`src/hdl/frd_pkg.sv`:
```
// Shared types and constants of the flag-bit run-length column image decoder.
package frd_pkg;

    localparam int BYTE_W     = 8;
    localparam int WIDTH_W    = 13;
    localparam int HEIGHT_W   = 11;
    localparam int INDEX_W    = 22;
    localparam int LEN_W      = 23;
    localparam int TOK_W      = 16;
    localparam int TCNT_W     = 5;
    localparam int RUNN_W     = 9;
    localparam int CFG_IDX_W  = 4;
    localparam int CFG_DATA_W = 16;
    localparam int SLOTS      = 4;
    localparam int SLOT_CNT_W = 3;

    localparam logic [WIDTH_W-1:0]  MAX_WIDTH    = 13'd4096;
    localparam logic [HEIGHT_W-1:0] MAX_HEIGHT   = 11'd1024;
    localparam logic [WIDTH_W-1:0]  RESET_WIDTH  = 13'd2160;
    localparam logic [HEIGHT_W-1:0] RESET_HEIGHT = 11'd360;

    localparam logic [CFG_IDX_W-1:0] CFG_IMAGE_WIDTH  = 4'd0;
    localparam logic [CFG_IDX_W-1:0] CFG_IMAGE_HEIGHT = 4'd1;

    typedef struct packed {
        logic [BYTE_W-1:0] stream_byte;
        logic              frame_start;
        logic              last_byte;
    } t_in_item;

    typedef struct packed {
        logic               plane;
        logic [INDEX_W-1:0] start_index;
        logic [LEN_W-1:0]   run_length;
        logic [BYTE_W-1:0]  pixel_value;
        logic               frame_done;
    } t_run;

    typedef struct packed {
        logic [CFG_IDX_W-1:0]  index;
        logic [CFG_DATA_W-1:0] value;
    } t_cfg_write;

endpackage

```
`src/hdl/frd_ifs.sv`:
```
// Valid/ready channel interfaces for compressed bytes, runs and register writes.
interface frd_in_if;
    import frd_pkg::*;
    logic     valid;
    logic     ready;
    t_in_item data;
    modport source (output valid, output data, input ready);
    modport sink   (input valid, input data, output ready);
endinterface

interface frd_run_if;
    import frd_pkg::*;
    logic valid;
    logic ready;
    t_run data;
    modport source (output valid, output data, input ready);
    modport sink   (input valid, input data, output ready);
endinterface

interface frd_cfg_if;
    import frd_pkg::*;
    logic       valid;
    logic       ready;
    t_cfg_write data;
    modport source (output valid, output data, input ready);
    modport sink   (input valid, input data, output ready);
endinterface

```
`src/hdl/flag_rle_column_image_decoder.sv`:
```
// Flag-bit run-length decoder: compressed bytes in, column-major run descriptors out.
//
// i_in carries one compressed byte per item with frame_start and last_byte flags.
// o_run carries one run descriptor per item: plane, start index, length, value and
// frame_done on the run that completes the top plane. i_cfg writes image_width
// (index 0) and image_height (index 1); it is ready out of reset and is to be written
// by the user only while idle, which the block does not enforce. A byte is held in
// the input register r_in, decoded there against the token and position state, and
// its runs are loaded into a four-entry result buffer that drives o_run. One byte is
// taken every cycle while each byte gives at most one run and o_run does not stall;
// a last byte gives up to four runs, which leave at one per cycle while o_run is
// ready, and a next byte with runs waits in the input register until the buffer
// holds no more than one run that is leaving. The loop that sets the rate is the
// position update from one byte to the next (remaining-pixel subtract and clip compare).
// When o_run stalls the buffer holds its runs; i_in keeps taking bytes that finish
// no token and stops at the first byte that has runs to add.
// Synchronous reset clears the token state, plane, position, the buffer and
// restores the size registers to 2160 by 360; i_in and i_cfg are not ready in reset.
module flag_rle_column_image_decoder (
    input  logic      i_clk,
    input  logic      i_rst_n,
    frd_in_if.sink    i_in,
    frd_run_if.source o_run,
    frd_cfg_if.sink   i_cfg
);
    import frd_pkg::*;

    logic [WIDTH_W-1:0]  r_width;
    logic [HEIGHT_W-1:0] r_height;
    logic [LEN_W-1:0]    r_size;
    logic [WIDTH_W-1:0]  w_cl;
    logic [HEIGHT_W-1:0] h_cl;
    logic [WIDTH_W+HEIGHT_W-1:0] size_full;

    logic     r_in_valid;
    t_in_item r_in;

    logic [TOK_W-1:0]   r_tok,   n_tok;
    logic [TCNT_W-1:0]  r_tcnt,  n_tcnt;
    logic               r_plane, n_plane;
    logic [INDEX_W-1:0] r_pos,   n_pos;
    logic               r_done,  n_done;

    t_run                  r_slot [SLOTS];
    logic [SLOT_CNT_W-1:0] r_slot_n;
    t_run                  slot_new [SLOTS];
    logic [SLOT_CNT_W-1:0] k_cnt;

    logic out_fire, advance;

    // effective state after an optional frame restart
    logic [TCNT_W-1:0]  c, c_m1, need, cnt_a;
    logic [TOK_W-1:0]   tb, tok_a;
    logic               p0, dn0;
    logic [INDEX_W-1:0] pos0;
    logic               flag, complete;
    logic [2:0]         shift;
    logic [23:0]        full, acc_k;
    logic [RUNN_W-1:0]  n_a, n_ae, n_b, n_ab;
    logic [BYTE_W-1:0]  pix_a, pix_b, byte_mask;

    logic [TCNT_W-1:0]  pm1, psh5;
    logic               pflag;
    logic [RUNN_W-1:0]  runc9;
    logic [TOK_W-1:0]   pshifted;
    logic [BYTE_W-1:0]  pmask;

    logic [LEN_W-1:0]   rem0, rem_a, rem_bc, rem_s, len_a, len_b;
    logic [INDEX_W-1:0] pos_a, pos_bc, pos_s;
    logic               ends_a, ends_b, switched_a, plane_a, done_a, plane_s, done_s;
    logic               has_a, has_b, has_f1, has_f2;
    t_run               cand [SLOTS];
    logic [SLOTS-1:0]   cand_v;

    function automatic logic run_ends(input logic [LEN_W-1:0] rem, input logic [RUNN_W-1:0] n);
        return (rem[LEN_W-1:RUNN_W] == '0) && (rem[RUNN_W-1:0] <= n);
    endfunction

    // configuration and plane size
    assign i_cfg.ready = i_rst_n;

    always_ff @(posedge i_clk) begin
        if (!i_rst_n) begin
            r_width  <= RESET_WIDTH;
            r_height <= RESET_HEIGHT;
        end else if (i_cfg.valid) begin
            unique case (i_cfg.data.index)
                CFG_IMAGE_WIDTH:  r_width  <= i_cfg.data.value[WIDTH_W-1:0];
                CFG_IMAGE_HEIGHT: r_height <= i_cfg.data.value[HEIGHT_W-1:0];
                default: ;
            endcase
        end
    end

    assign w_cl = (r_width == '0) ? WIDTH_W'(1) : (r_width > MAX_WIDTH) ? MAX_WIDTH : r_width;
    assign h_cl = (r_height == '0) ? HEIGHT_W'(1) :
                  (r_height > MAX_HEIGHT) ? MAX_HEIGHT : r_height;
    assign size_full = {{HEIGHT_W{1'b0}}, w_cl} * {{WIDTH_W{1'b0}}, h_cl};

    always_ff @(posedge i_clk) begin
        r_size <= size_full[LEN_W-1:0];
    end

    // handshakes
    assign o_run.valid = (r_slot_n != '0);
    assign o_run.data  = r_slot[0];
    assign out_fire    = o_run.valid && o_run.ready;
    assign advance     = r_in_valid && ((k_cnt == '0) || (r_slot_n == '0) ||
                         ((r_slot_n == SLOT_CNT_W'(1)) && out_fire));
    assign i_in.ready  = i_rst_n && (!r_in_valid || advance);

    always_ff @(posedge i_clk) begin
        if (!i_rst_n) begin
            r_in_valid <= 1'b0;
        end else if (i_in.ready) begin
            r_in_valid <= i_in.valid;
        end
    end

    always_ff @(posedge i_clk) begin
        if (i_in.valid && i_in.ready) begin
            r_in <= i_in.data;
        end
    end

    // token gathering for one byte
    always_comb begin
        c    = r_in.frame_start ? '0 : r_tcnt;
        tb   = r_in.frame_start ? '0 : r_tok;
        p0   = r_in.frame_start ? 1'b0 : r_plane;
        pos0 = r_in.frame_start ? '0 : r_pos;
        dn0  = r_in.frame_start ? 1'b0 : r_done;

        c_m1     = c - TCNT_W'(1);
        flag     = (c == '0) ? r_in.stream_byte[BYTE_W-1] : tb[c_m1[3:0]];
        need     = (flag ? TCNT_W'(17) : TCNT_W'(9)) - c;
        complete = !dn0 && (need <= TCNT_W'(8));
        shift    = 3'(TCNT_W'(8) - need);
        full     = {tb, r_in.stream_byte};
        acc_k    = full >> shift;
        n_a      = flag ? ({1'b0, acc_k[15:8]} + RUNN_W'(1)) : RUNN_W'(1);
        pix_a    = acc_k[7:0];

        // bits left over after a completed token start the next one
        byte_mask = (BYTE_W'(1) << shift) - BYTE_W'(1);
        if (complete) begin
            cnt_a = {2'b00, shift};
            tok_a = {8'd0, r_in.stream_byte & byte_mask};
        end else begin
            cnt_a = c + TCNT_W'(8);
            tok_a = full[TOK_W-1:0];
        end

        // partial token closed by the last byte
        pm1      = cnt_a - TCNT_W'(1);
        pflag    = tok_a[pm1[3:0]];
        runc9    = tok_a[8:0] & ~(RUNN_W'(1) << pm1[3:0]);
        psh5     = cnt_a - TCNT_W'(9);
        pshifted = tok_a >> psh5[2:0];
        pmask    = (BYTE_W'(1) << psh5[2:0]) - BYTE_W'(1);
        if (!pflag) begin
            n_b   = RUNN_W'(1);
            pix_b = tok_a[7:0];
        end else if (cnt_a <= TCNT_W'(9)) begin
            n_b   = {1'b0, runc9[7:0]} + RUNN_W'(1);
            pix_b = '0;
        end else begin
            n_b   = {1'b0, pshifted[7:0]} + RUNN_W'(1);
            pix_b = tok_a[7:0] & pmask;
        end
    end

    // run placement and clipping
    always_comb begin
        rem0 = (r_size > {1'b0, pos0}) ? (r_size - {1'b0, pos0}) : LEN_W'(1);
        n_ae = complete ? n_a : '0;
        n_ab = n_ae + n_b;

        has_a      = complete;
        ends_a     = has_a && run_ends(rem0, n_a);
        len_a      = ends_a ? rem0 : {{(LEN_W-RUNN_W){1'b0}}, n_a};
        switched_a = ends_a && !p0;
        if (switched_a) begin
            plane_a = 1'b1;
            pos_a   = '0;
            rem_a   = r_size;
            done_a  = 1'b0;
            pos_bc  = {{(INDEX_W-RUNN_W){1'b0}}, n_b};
            rem_bc  = r_size - {{(LEN_W-RUNN_W){1'b0}}, n_b};
        end else begin
            plane_a = p0;
            pos_a   = ends_a ? '0 : pos0 + {{(INDEX_W-RUNN_W){1'b0}}, n_ae};
            rem_a   = rem0 - {{(LEN_W-RUNN_W){1'b0}}, n_ae};
            done_a  = ends_a;
            pos_bc  = pos0 + {{(INDEX_W-RUNN_W){1'b0}}, n_ab};
            rem_bc  = rem0 - {{(LEN_W-RUNN_W){1'b0}}, n_ab};
        end

        has_b  = r_in.last_byte && !dn0 && !done_a && (cnt_a != '0);
        ends_b = has_b && run_ends(rem_a, n_b);
        len_b  = ends_b ? rem_a : {{(LEN_W-RUNN_W){1'b0}}, n_b};
        if (!has_b) begin
            plane_s = plane_a;
            pos_s   = pos_a;
            rem_s   = rem_a;
            done_s  = done_a;
        end else if (ends_b) begin
            plane_s = 1'b1;
            pos_s   = '0;
            rem_s   = r_size;
            done_s  = plane_a;
        end else begin
            plane_s = plane_a;
            pos_s   = pos_bc;
            rem_s   = rem_bc;
            done_s  = 1'b0;
        end

        has_f1 = r_in.last_byte && !dn0 && !done_s;
        has_f2 = has_f1 && !plane_s;

        cand[0] = '{plane: p0, start_index: pos0, run_length: len_a,
                    pixel_value: pix_a, frame_done: ends_a && p0};
        cand[1] = '{plane: plane_a, start_index: pos_a, run_length: len_b,
                    pixel_value: pix_b, frame_done: ends_b && plane_a};
        cand[2] = '{plane: plane_s, start_index: pos_s, run_length: rem_s,
                    pixel_value: '0, frame_done: plane_s};
        cand[3] = '{plane: 1'b1, start_index: '0, run_length: r_size,
                    pixel_value: '0, frame_done: 1'b1};
        cand_v  = {has_f2, has_f1, has_b, has_a};
    end

    // pack present runs to the front of the buffer
    always_comb begin
        k_cnt = '0;
        for (int i = 0; i < SLOTS; i++) begin
            slot_new[i] = '0;
        end
        for (int i = 0; i < SLOTS; i++) begin
            if (cand_v[i]) begin
                slot_new[k_cnt[1:0]] = cand[i];
                k_cnt = k_cnt + SLOT_CNT_W'(1);
            end
        end
    end

    // decoder state for the next byte
    always_comb begin
        n_tok   = tb;
        n_tcnt  = c;
        n_plane = p0;
        n_pos   = pos0;
        n_done  = dn0;
        if (!dn0) begin
            if (r_in.last_byte) begin
                n_tok   = '0;
                n_tcnt  = '0;
                n_plane = 1'b0;
                n_pos   = '0;
                n_done  = 1'b1;
            end else begin
                n_tok   = tok_a;
                n_tcnt  = cnt_a;
                n_plane = plane_a;
                n_pos   = pos_a;
                n_done  = done_a;
            end
        end
    end

    always_ff @(posedge i_clk) begin
        if (!i_rst_n) begin
            r_tok   <= '0;
            r_tcnt  <= '0;
            r_plane <= 1'b0;
            r_pos   <= '0;
            r_done  <= 1'b0;
        end else if (advance) begin
            r_tok   <= n_tok;
            r_tcnt  <= n_tcnt;
            r_plane <= n_plane;
            r_pos   <= n_pos;
            r_done  <= n_done;
        end
    end

    // result buffer: load a byte's runs, or shift one out
    always_ff @(posedge i_clk) begin
        if (!i_rst_n) begin
            r_slot_n <= '0;
        end else if (advance && (k_cnt != '0)) begin
            r_slot_n <= k_cnt;
        end else if (out_fire) begin
            r_slot_n <= r_slot_n - SLOT_CNT_W'(1);
        end
    end

    always_ff @(posedge i_clk) begin
        if (advance && (k_cnt != '0)) begin
            for (int i = 0; i < SLOTS; i++) begin
                r_slot[i] <= slot_new[i];
            end
        end else if (out_fire) begin
            for (int i = 0; i < SLOTS - 1; i++) begin
                r_slot[i] <= r_slot[i+1];
            end
        end
    end

endmodule

```
`src/flat_wrapper.sv`:
```
// flat-port wrapper written by rule: the top's interface ports become plain ports
module flag_rle_column_image_decoder_flat import frd_pkg::*;
  (i_clk, i_rst_n, i_in_valid, i_in_data, i_in_ready, o_run_valid, o_run_data, o_run_ready, i_cfg_valid, i_cfg_data, i_cfg_ready);
  frd_in_if i_in_i ();
  frd_run_if o_run_i ();
  frd_cfg_if i_cfg_i ();
  input  logic i_clk;
  input  logic i_rst_n;
  input wire logic [$bits(i_in_i.valid)-1:0] i_in_valid;
  input wire logic [$bits(i_in_i.data)-1:0] i_in_data;
  output wire logic [$bits(i_in_i.ready)-1:0] i_in_ready;
  output wire logic [$bits(o_run_i.valid)-1:0] o_run_valid;
  output wire logic [$bits(o_run_i.data)-1:0] o_run_data;
  input wire logic [$bits(o_run_i.ready)-1:0] o_run_ready;
  input wire logic [$bits(i_cfg_i.valid)-1:0] i_cfg_valid;
  input wire logic [$bits(i_cfg_i.data)-1:0] i_cfg_data;
  output wire logic [$bits(i_cfg_i.ready)-1:0] i_cfg_ready;
  assign i_in_i.valid = i_in_valid;
  assign i_in_i.data = i_in_data;
  assign i_in_ready = i_in_i.ready;
  assign o_run_valid = o_run_i.valid;
  assign o_run_data = o_run_i.data;
  assign o_run_i.ready = o_run_ready;
  assign i_cfg_i.valid = i_cfg_valid;
  assign i_cfg_i.data = i_cfg_data;
  assign i_cfg_ready = i_cfg_i.ready;
  flag_rle_column_image_decoder u_core (.i_clk(i_clk), .i_rst_n(i_rst_n), .i_in(i_in_i), .o_run(o_run_i), .i_cfg(i_cfg_i));
endmodule
```
`config.mk`:
```
export PLATFORM = sky130hd
export DESIGN_NAME = flag_rle_column_image_decoder_flat
export DESIGN_NICKNAME = d
export VERILOG_FILES = /design/src/hdl/frd_pkg.sv /design/src/hdl/frd_ifs.sv /design/src/hdl/flag_rle_column_image_decoder.sv /design/src/flat_wrapper.sv
export SDC_FILE = /design/constraint.sdc
export NUM_CORES = 1
export LEC_CHECK = 0
export BUFFER_PORTS_ARGS = -buffer_cell sky130_fd_sc_hd__buf_2
export CAP_MARGIN = 20
export CORE_MARGIN = 2
export CORE_UTILIZATION = 45
export CTS_BUF_LIST = sky130_fd_sc_hd__clkbuf_16
export CTS_CLUSTER_DIAMETER = 80
export DETAILED_ROUTE_END_ITERATION = 16
export PLACE_DENSITY = 0.72
export SLEW_MARGIN = 10
export SYNTH_ARGS = -nofsm -noshare
export SYNTH_HDL_FRONTEND = slang
export SYNTH_SLANG_ARGS = --single-unit
```
`constraint.sdc`:
```
create_clock -name i_clk -period 71 [get_ports i_clk]
set_input_delay 3.55 -clock i_clk [delete_from_list [all_inputs] [get_ports i_clk]]
set_output_delay 3.55 -clock i_clk [all_outputs]
set_load 0.05 [all_outputs]
```
After elaboration in Yosys (flattened, before gate mapping)

Memories as Yosys holds them, arrays and structs flattened.
Cells that the tools add are included.

Bits in registers: 106
RAM bits: 220
Input bits: 35
Logic and storage cells: 192
Memories: 1

Memory list:

| memory        | depth | width | rd ports | clocked after memory_dff | wr ports | line                                | RTL |
|---|---|---|---|---|---|---|---|
| u_core.r_slot | 4     | 55    | 4        | 0                        | 4        | flag_rle_column_image_decoder.sv:44 | `t_run r_slot [SLOTS];` |

Add/sub/neg operators: 22
Multiply operators: 1
$lt $le $gt $ge: 15
Equality and inequality tests: 2
Shift-type cells: 5
Mux-type cells: 78
Bitwise operators: 10
Reductions and logical operators: 45

Operator list:

| kind                | count |
|---|---|
| $bwmux 220          | 3 |
| $mux 220            | 3 |
| $mux 55             | 7 |
| $demux 55 s2        | 3 |
| $mux 22             | 8 |
| $mux 23             | 7 |
| $sub 23x9->23       | 3 |
| $mux 16             | 4 |
| $add 22x9->22       | 2 |
| $mux 9              | 4 |
| $logic_not 14->1    | 2 |
| $add 8x1->9 const B | 3 |
| $mux 13             | 2 |
| $mux 5              | 5 |
| $and 8x8->8         | 3 |
| $shr 24x3->16       | 1 |
| $gt 23x22->1        | 1 |
| $mul 13x11->23      | 1 |
| $sub 23x22->23      | 1 |
| $logic_and 1x1->1   | 22 |
| $mux 11             | 2 |
| $mux 1              | 21 |
| $le 9x9->1          | 2 |
| $mux 8              | 2 |
| 37 further kinds    | 66 |

Longest topological paths before layout

Depth after elaboration: 35
Mapped depth: 60
Depth with buffers taken out: 49

Worst setup path after synthesis

No wires, ideal clock.

Path type: reg2reg
Start point: reg u_core.r_in[1] (netlist name)
End point: reg u_core.r_slot_n[2]
Setup time: 0.109 ns
Data arrival time: 23.925 ns
Required time: 70.891 ns
Path slack: 46.966 ns
Cell stages (with the launch flop): 58
Path buffers: 12
Period minus slack after synthesis: 24.034 ns
Path through: edfxtp_1 -> clkbuf_1 -> nor2b_1 -> clkbuf_1 -> buf_1 -> clkbuf_1 -> ha_1 -> buf_2 -> mux4_2 -> mux2i_1 -> o32ai_1 -> a21oi_1 -> clkbuf_1 -> ha_1 -> nor3b_1 -> o21ai_0 -> o21ai_0 -> a211o_1 -> (+22 left out) -> o21ai_0 -> nand2b_1 -> a21oi_1 -> a2bb2oi_1 -> nand3_1 -> o41ai_2 -> a21oi_1 -> clkbuf_1 -> nor2_1 -> ha_1 -> nand3_1 -> o21ai_0 -> a21oi_1 -> o21bai_1 -> a221o_1 -> a21oi_1 -> o21ai_0 -> o221a_2

Longest elaborated chain between the ends: 33
Elaborated cells on any way between the ends: 84

Ends and longest elaborated chain:

| what                                        | line                                 | RTL |
|---|---|---|
| from (decl)                                 | flag_rle_column_image_decoder.sv:36  | `t_in_item r_in;` |
| from (signal assigned)                      | flag_rle_column_image_decoder.sv:122 | `r_in <= i_in.data;` |
| $mux 5                                      | flag_rle_column_image_decoder.sv:128 | `c = r_in.frame_start ? '0 : r_tcnt;` |
| $sub 4x1->4                                 | flag_rle_column_image_decoder.sv:134 | `c_m1 = c - TCNT_W'(1);` |
| $bmux 1 s4                                  | flag_rle_column_image_decoder.sv:135 | `flag = (c == '0) ? r_in.stream_byte[BYTE_W-1] : tb[c_m1[3:0]];` |
| $mux 1 (implied by the code)                | flag_rle_column_image_decoder.sv:135 |  |
| $mux 1                                      | flag_rle_column_image_decoder.sv:135 |  |
| $mux 5                                      | flag_rle_column_image_decoder.sv:136 | `need = (flag ? TCNT_W'(17) : TCNT_W'(9)) - c;` |
| $sub 5x5->5                                 | flag_rle_column_image_decoder.sv:136 |  |
| $le 5x4->1                                  | flag_rle_column_image_decoder.sv:137 | `complete = !dn0 && (need <= TCNT_W'(8));` |
| (+16 left out)                              | --                                   |  |
| $mux 3                                      | flag_rle_column_image_decoder.sv:240 | `if (cand_v[i]) begin` |
| $add 3x1->3                                 | flag_rle_column_image_decoder.sv:242 | `k_cnt = k_cnt + SLOT_CNT_W'(1);` |
| $mux 3 *                                    | flag_rle_column_image_decoder.sv:240 |  |
| $logic_not 3->1                             | flag_rle_column_image_decoder.sv:108 | `assign advance = r_in_valid && ((k_cnt == '0) \|\| (r_slot_n == '0) \|\|` |
| $logic_or 1x1->1 (2 in series)              | flag_rle_column_image_decoder.sv:108 |  |
| $logic_and 1x1->1                           | flag_rle_column_image_decoder.sv:108 |  |
| $logic_and 1x1->1                           | flag_rle_column_image_decoder.sv:291 | `end else if (advance && (k_cnt != '0)) begin` |
| $mux 3 or $reduce_bool 2->1 (tied branches) | --                                   |  |
| to (signal assigned)                        | flag_rle_column_image_decoder.sv:292 | `r_slot_n <= k_cnt;` |
| to (signal assigned)                        | flag_rle_column_image_decoder.sv:294 | `r_slot_n <= r_slot_n - SLOT_CNT_W'(1);` |
| to (decl)                                   | flag_rle_column_image_decoder.sv:45  | `logic [SLOT_CNT_W-1:0] r_slot_n;` |

Every way passes the cells marked *; elsewhere a longest branch is shown, timed or not. The select of a mux whose other input is x is not followed.
A chain may end at the register's enable or synchronous reset.

Worst setup path after layout

Start point: reg u_core.r_in[1] (netlist name)
End point: out i_in_ready

Longest elaborated chain between the ends: 33
Elaborated cells on any way between the ends: 82

Ends and longest elaborated chain:

| what                             | line                                 | RTL |
|---|---|---|
| $mux 5                           | flag_rle_column_image_decoder.sv:128 |  |
| $sub 4x1->4                      | flag_rle_column_image_decoder.sv:134 |  |
| $bmux 1 s4                       | flag_rle_column_image_decoder.sv:135 |  |
| $mux 1 (implied by the code)     | flag_rle_column_image_decoder.sv:135 |  |
| $mux 1                           | flag_rle_column_image_decoder.sv:135 |  |
| $mux 5                           | flag_rle_column_image_decoder.sv:136 |  |
| $sub 5x5->5                      | flag_rle_column_image_decoder.sv:136 |  |
| $le 5x4->1                       | flag_rle_column_image_decoder.sv:137 |  |
| (+16 left out)                   | --                                   |  |
| $mux 3                           | flag_rle_column_image_decoder.sv:240 |  |
| $add 3x1->3                      | flag_rle_column_image_decoder.sv:242 |  |
| $mux 3 *                         | flag_rle_column_image_decoder.sv:240 |  |
| $logic_not 3->1 *                | flag_rle_column_image_decoder.sv:108 |  |
| $logic_or 1x1->1 * (2 in series) | flag_rle_column_image_decoder.sv:108 |  |
| $logic_and 1x1->1 *              | flag_rle_column_image_decoder.sv:108 |  |
| $logic_or 1x1->1 *               | flag_rle_column_image_decoder.sv:110 | `assign i_in.ready = i_rst_n && (!r_in_valid \|\| advance);` |
| $logic_and 1x1->1 *              | flag_rle_column_image_decoder.sv:110 |  |
| to (decl)                        | flat_wrapper.sv:11                   | `output wire logic [$bits(i_in_i.ready)-1:0] i_in_ready;` |

Marked as above.

==> reports/results.ini <==
[outcome]
status=finished, final reports clean

[detailed_routing]
totalWireLength_microns=98000
wl_per_cell_microns=22.7
drt-met1-wl_microns=42200
vias=26968
route.detailed.drc=0
drt_iter0_drc=3395
firstDrtPassIters=6
wl_met2_microns=42100
dr_wl_met3_microns=10900
maxUsedRoutingLayer=met4
drtAntennaViolNets=0
routed_via_density=6.25

[clocking]
cts_max_path_buffers=3
cts_made_buffers=39
cts_tree=built
clock-sinks=308
ctsResizeCount=0
clk_latency_ns=0.59
cts_root_buf=clkbuf_16
postCtsSetupBuffers=0
path_clk_slew_ns=0.06
holdBufCountCts=0
htreeDepth=2

[yosys]
synthArstFlopShare_pct=0
synth_common_cells=nand2_1 (388), nor2_1 (306), inv_1 (240)
ys_types=98
syn_avg_cell_area_sq_um=8.55
ys_seq_elements=308
yosysMostFrequentCell=nand2_1
netlist_area_sq_um=30000
synth_top_area_share_pct=21.2
yosys.area.top_type=edfxtp_1
synth_flop_cell=edfxtp_1
yosysSeqAreaShare_pct=27.6
yosys_warnings=0
yosys-top-cells-area=edfxtp_1 (21%), ha_1 (7.5%), fa_1 (6.9%)
syn_inst=3512
synth_edf_count=212
synth.net_count=3830

[floorplan]
die_x_microns=262
num_rows=94
dieArea_sq_um=68800
ios=93
core-area_sq_um=66000
initial_core_util_pct=45.5
die_h_microns=262

[critical_path]
slowest_stage=o41ai_2
worstPathArrival_ns=13.84
path_delay_family=compound AO/OA/AOI/OAI gates
cp-start-kind=flip-flop
endpoint_kind=output port
cp_max_fo=57
cpMostUsedCell=ha_1
slowest_delay_ns=0.80
critPathBufInv=7
worstPathRequired_ns=67.45
critPathKind=reg2out

[placed_design]
io_buffers=89
place_inst=4239
dp_hpwl_microns=71900
gp_congestion=0.977

[grt]
grt_remaining_overflow=0
grt_usage_pct=27.6
grt_pass1_wl_microns=150000
first_global_vias=25112
grt_max_degree=81
antenna_found_initial=2

[sta]
finalClockSkew_ns=0.0209
fmax_mhz=57.5
final.setup.tns_ns=0
rsz0062_at_grt=false
slew_headroom_pct=18.0
fin_crit_sh_pct=24.5
tightest_slew_ns=1.23
setup_viol=0
finalMaxSlewViolations=0
hold_viol=0
fin_crit_ns=17.39

[pwr]
leakagePower_nw=12.9
vdd_ir_drop_max_v=0.0000281
p_per_area_nw_per_um2=36.8

[worst_hold_path]
holdCritPathClass=reg2reg

[cells_and_area]
fin_nets=3737
drive_gt1_share_pct=9.86
syn2layout_area_growth_pct=6.74
finalNonFillerCells=4316

[job]
drv_cap=0

## cell type report
| type | count | area, sq um |
|---|---|---|
| fillers | 6291 | 33900 |
| multi-input cells | 2668 | 19500 |
| flip-flops and latches | 308 | 8290 |
| well taps | 864 | 1080 |
| clock buffers | 40 | 1000 |
| repair buffers | 159 | 976 |
| inverters | 243 | 912 |
| clock inverters | 31 | 272 |
| diodes | 3 | 7.51 |
## cells by family after synthesis
logic type	synth area share, %
and+or+nand+nor	17.9
AOI/OAI and AO/OA	20.3
buffers and inverters	7.89
DFF	27.6
adders and majority gates	14.4
muxes	8.23
xor gates and xnor gates	3.73
## registers in the layout, indices dropped and copies added (netlist names)
name and count:
u_core.r_size 23, u_core.r_tcnt 5, u_core.r_in 2, u_core.r_tok 16
u_core.r_plane 1, u_core.r_height 11, u_core.r_done 1, u_core.r_slot_n 3
u_core.r_width 13, u_core.r_in_valid 1, u_core.r_pos 22, u_core.full 8
u_core.r_slot 202
## metal layers
layer  vias to the layer above  track usage (%)
met5                         -                0
met4                         0             8.43
met3                       199             5.77
met2                      1445             41.8
met1                     12932             39.5
li1                      12392                -
## tightest hold or removal path: stages, from the launching register on
cell and delay, ns:
dfxtp_1 0.31, nand3_1 0.06, a21oi_1 0.05
## final timing paths
| path | end | slack (ns) | cells past startpoint | from |
|---|---|---|---|---|
| worst max-delay path | i_in_ready | 53.61 | 50 | u_core.r_in[1] |
| worst min-delay path | u_core.r_pos[20] | 0.46 | 2 | u_core.r_pos[20] |
| worst max register to register | u_core.r_slot[0][27] | 55.86 | 52 | u_core.r_in[1] |
| worst min register to register | u_core.r_pos[20] | 0.46 | 2 | u_core.r_pos[20] |
## cells in the final DEF (no fill, tap or decap), drive strengths merged, types with 58 or more instances in the layout
master    n
a21oi   205
a22o     58
buf     157
dfxtp    96
edfxtp  212
fa      104
ha      179
inv     249
mux2    139
mux2i    68
nand2   388
nand3   118
nor2    306
nor3     72
o21ai   186
xnor2    85
## stage by stage
stage	hold WS, ns	setup WS (ns)	total power, mW	utilization, %	cell area [sq um]
floorplan	0.436	46.97	0.826	-	30000
global placement	0.447	54.70	0.955	46.6	30800
detailed placement	0.452	54.60	0.963	46.6	30800
CTS	0.460	53.97	1.17	48.5	32000
global route	0.486	53.12	1.25	48.6	32100
finish	0.464	53.61	1.18	48.6	32100
## power by group
group          switching (mW)  internal [mW]  total, mW  leakage, nW
clock                  0.0858          0.115      0.200        0.635
sequential             0.0270          0.271      0.298         2.82
combinational           0.459          0.221      0.680         9.45
total                   0.572          0.607       1.18         12.9
Note: power is estimated with default switching activity, not from simulation.
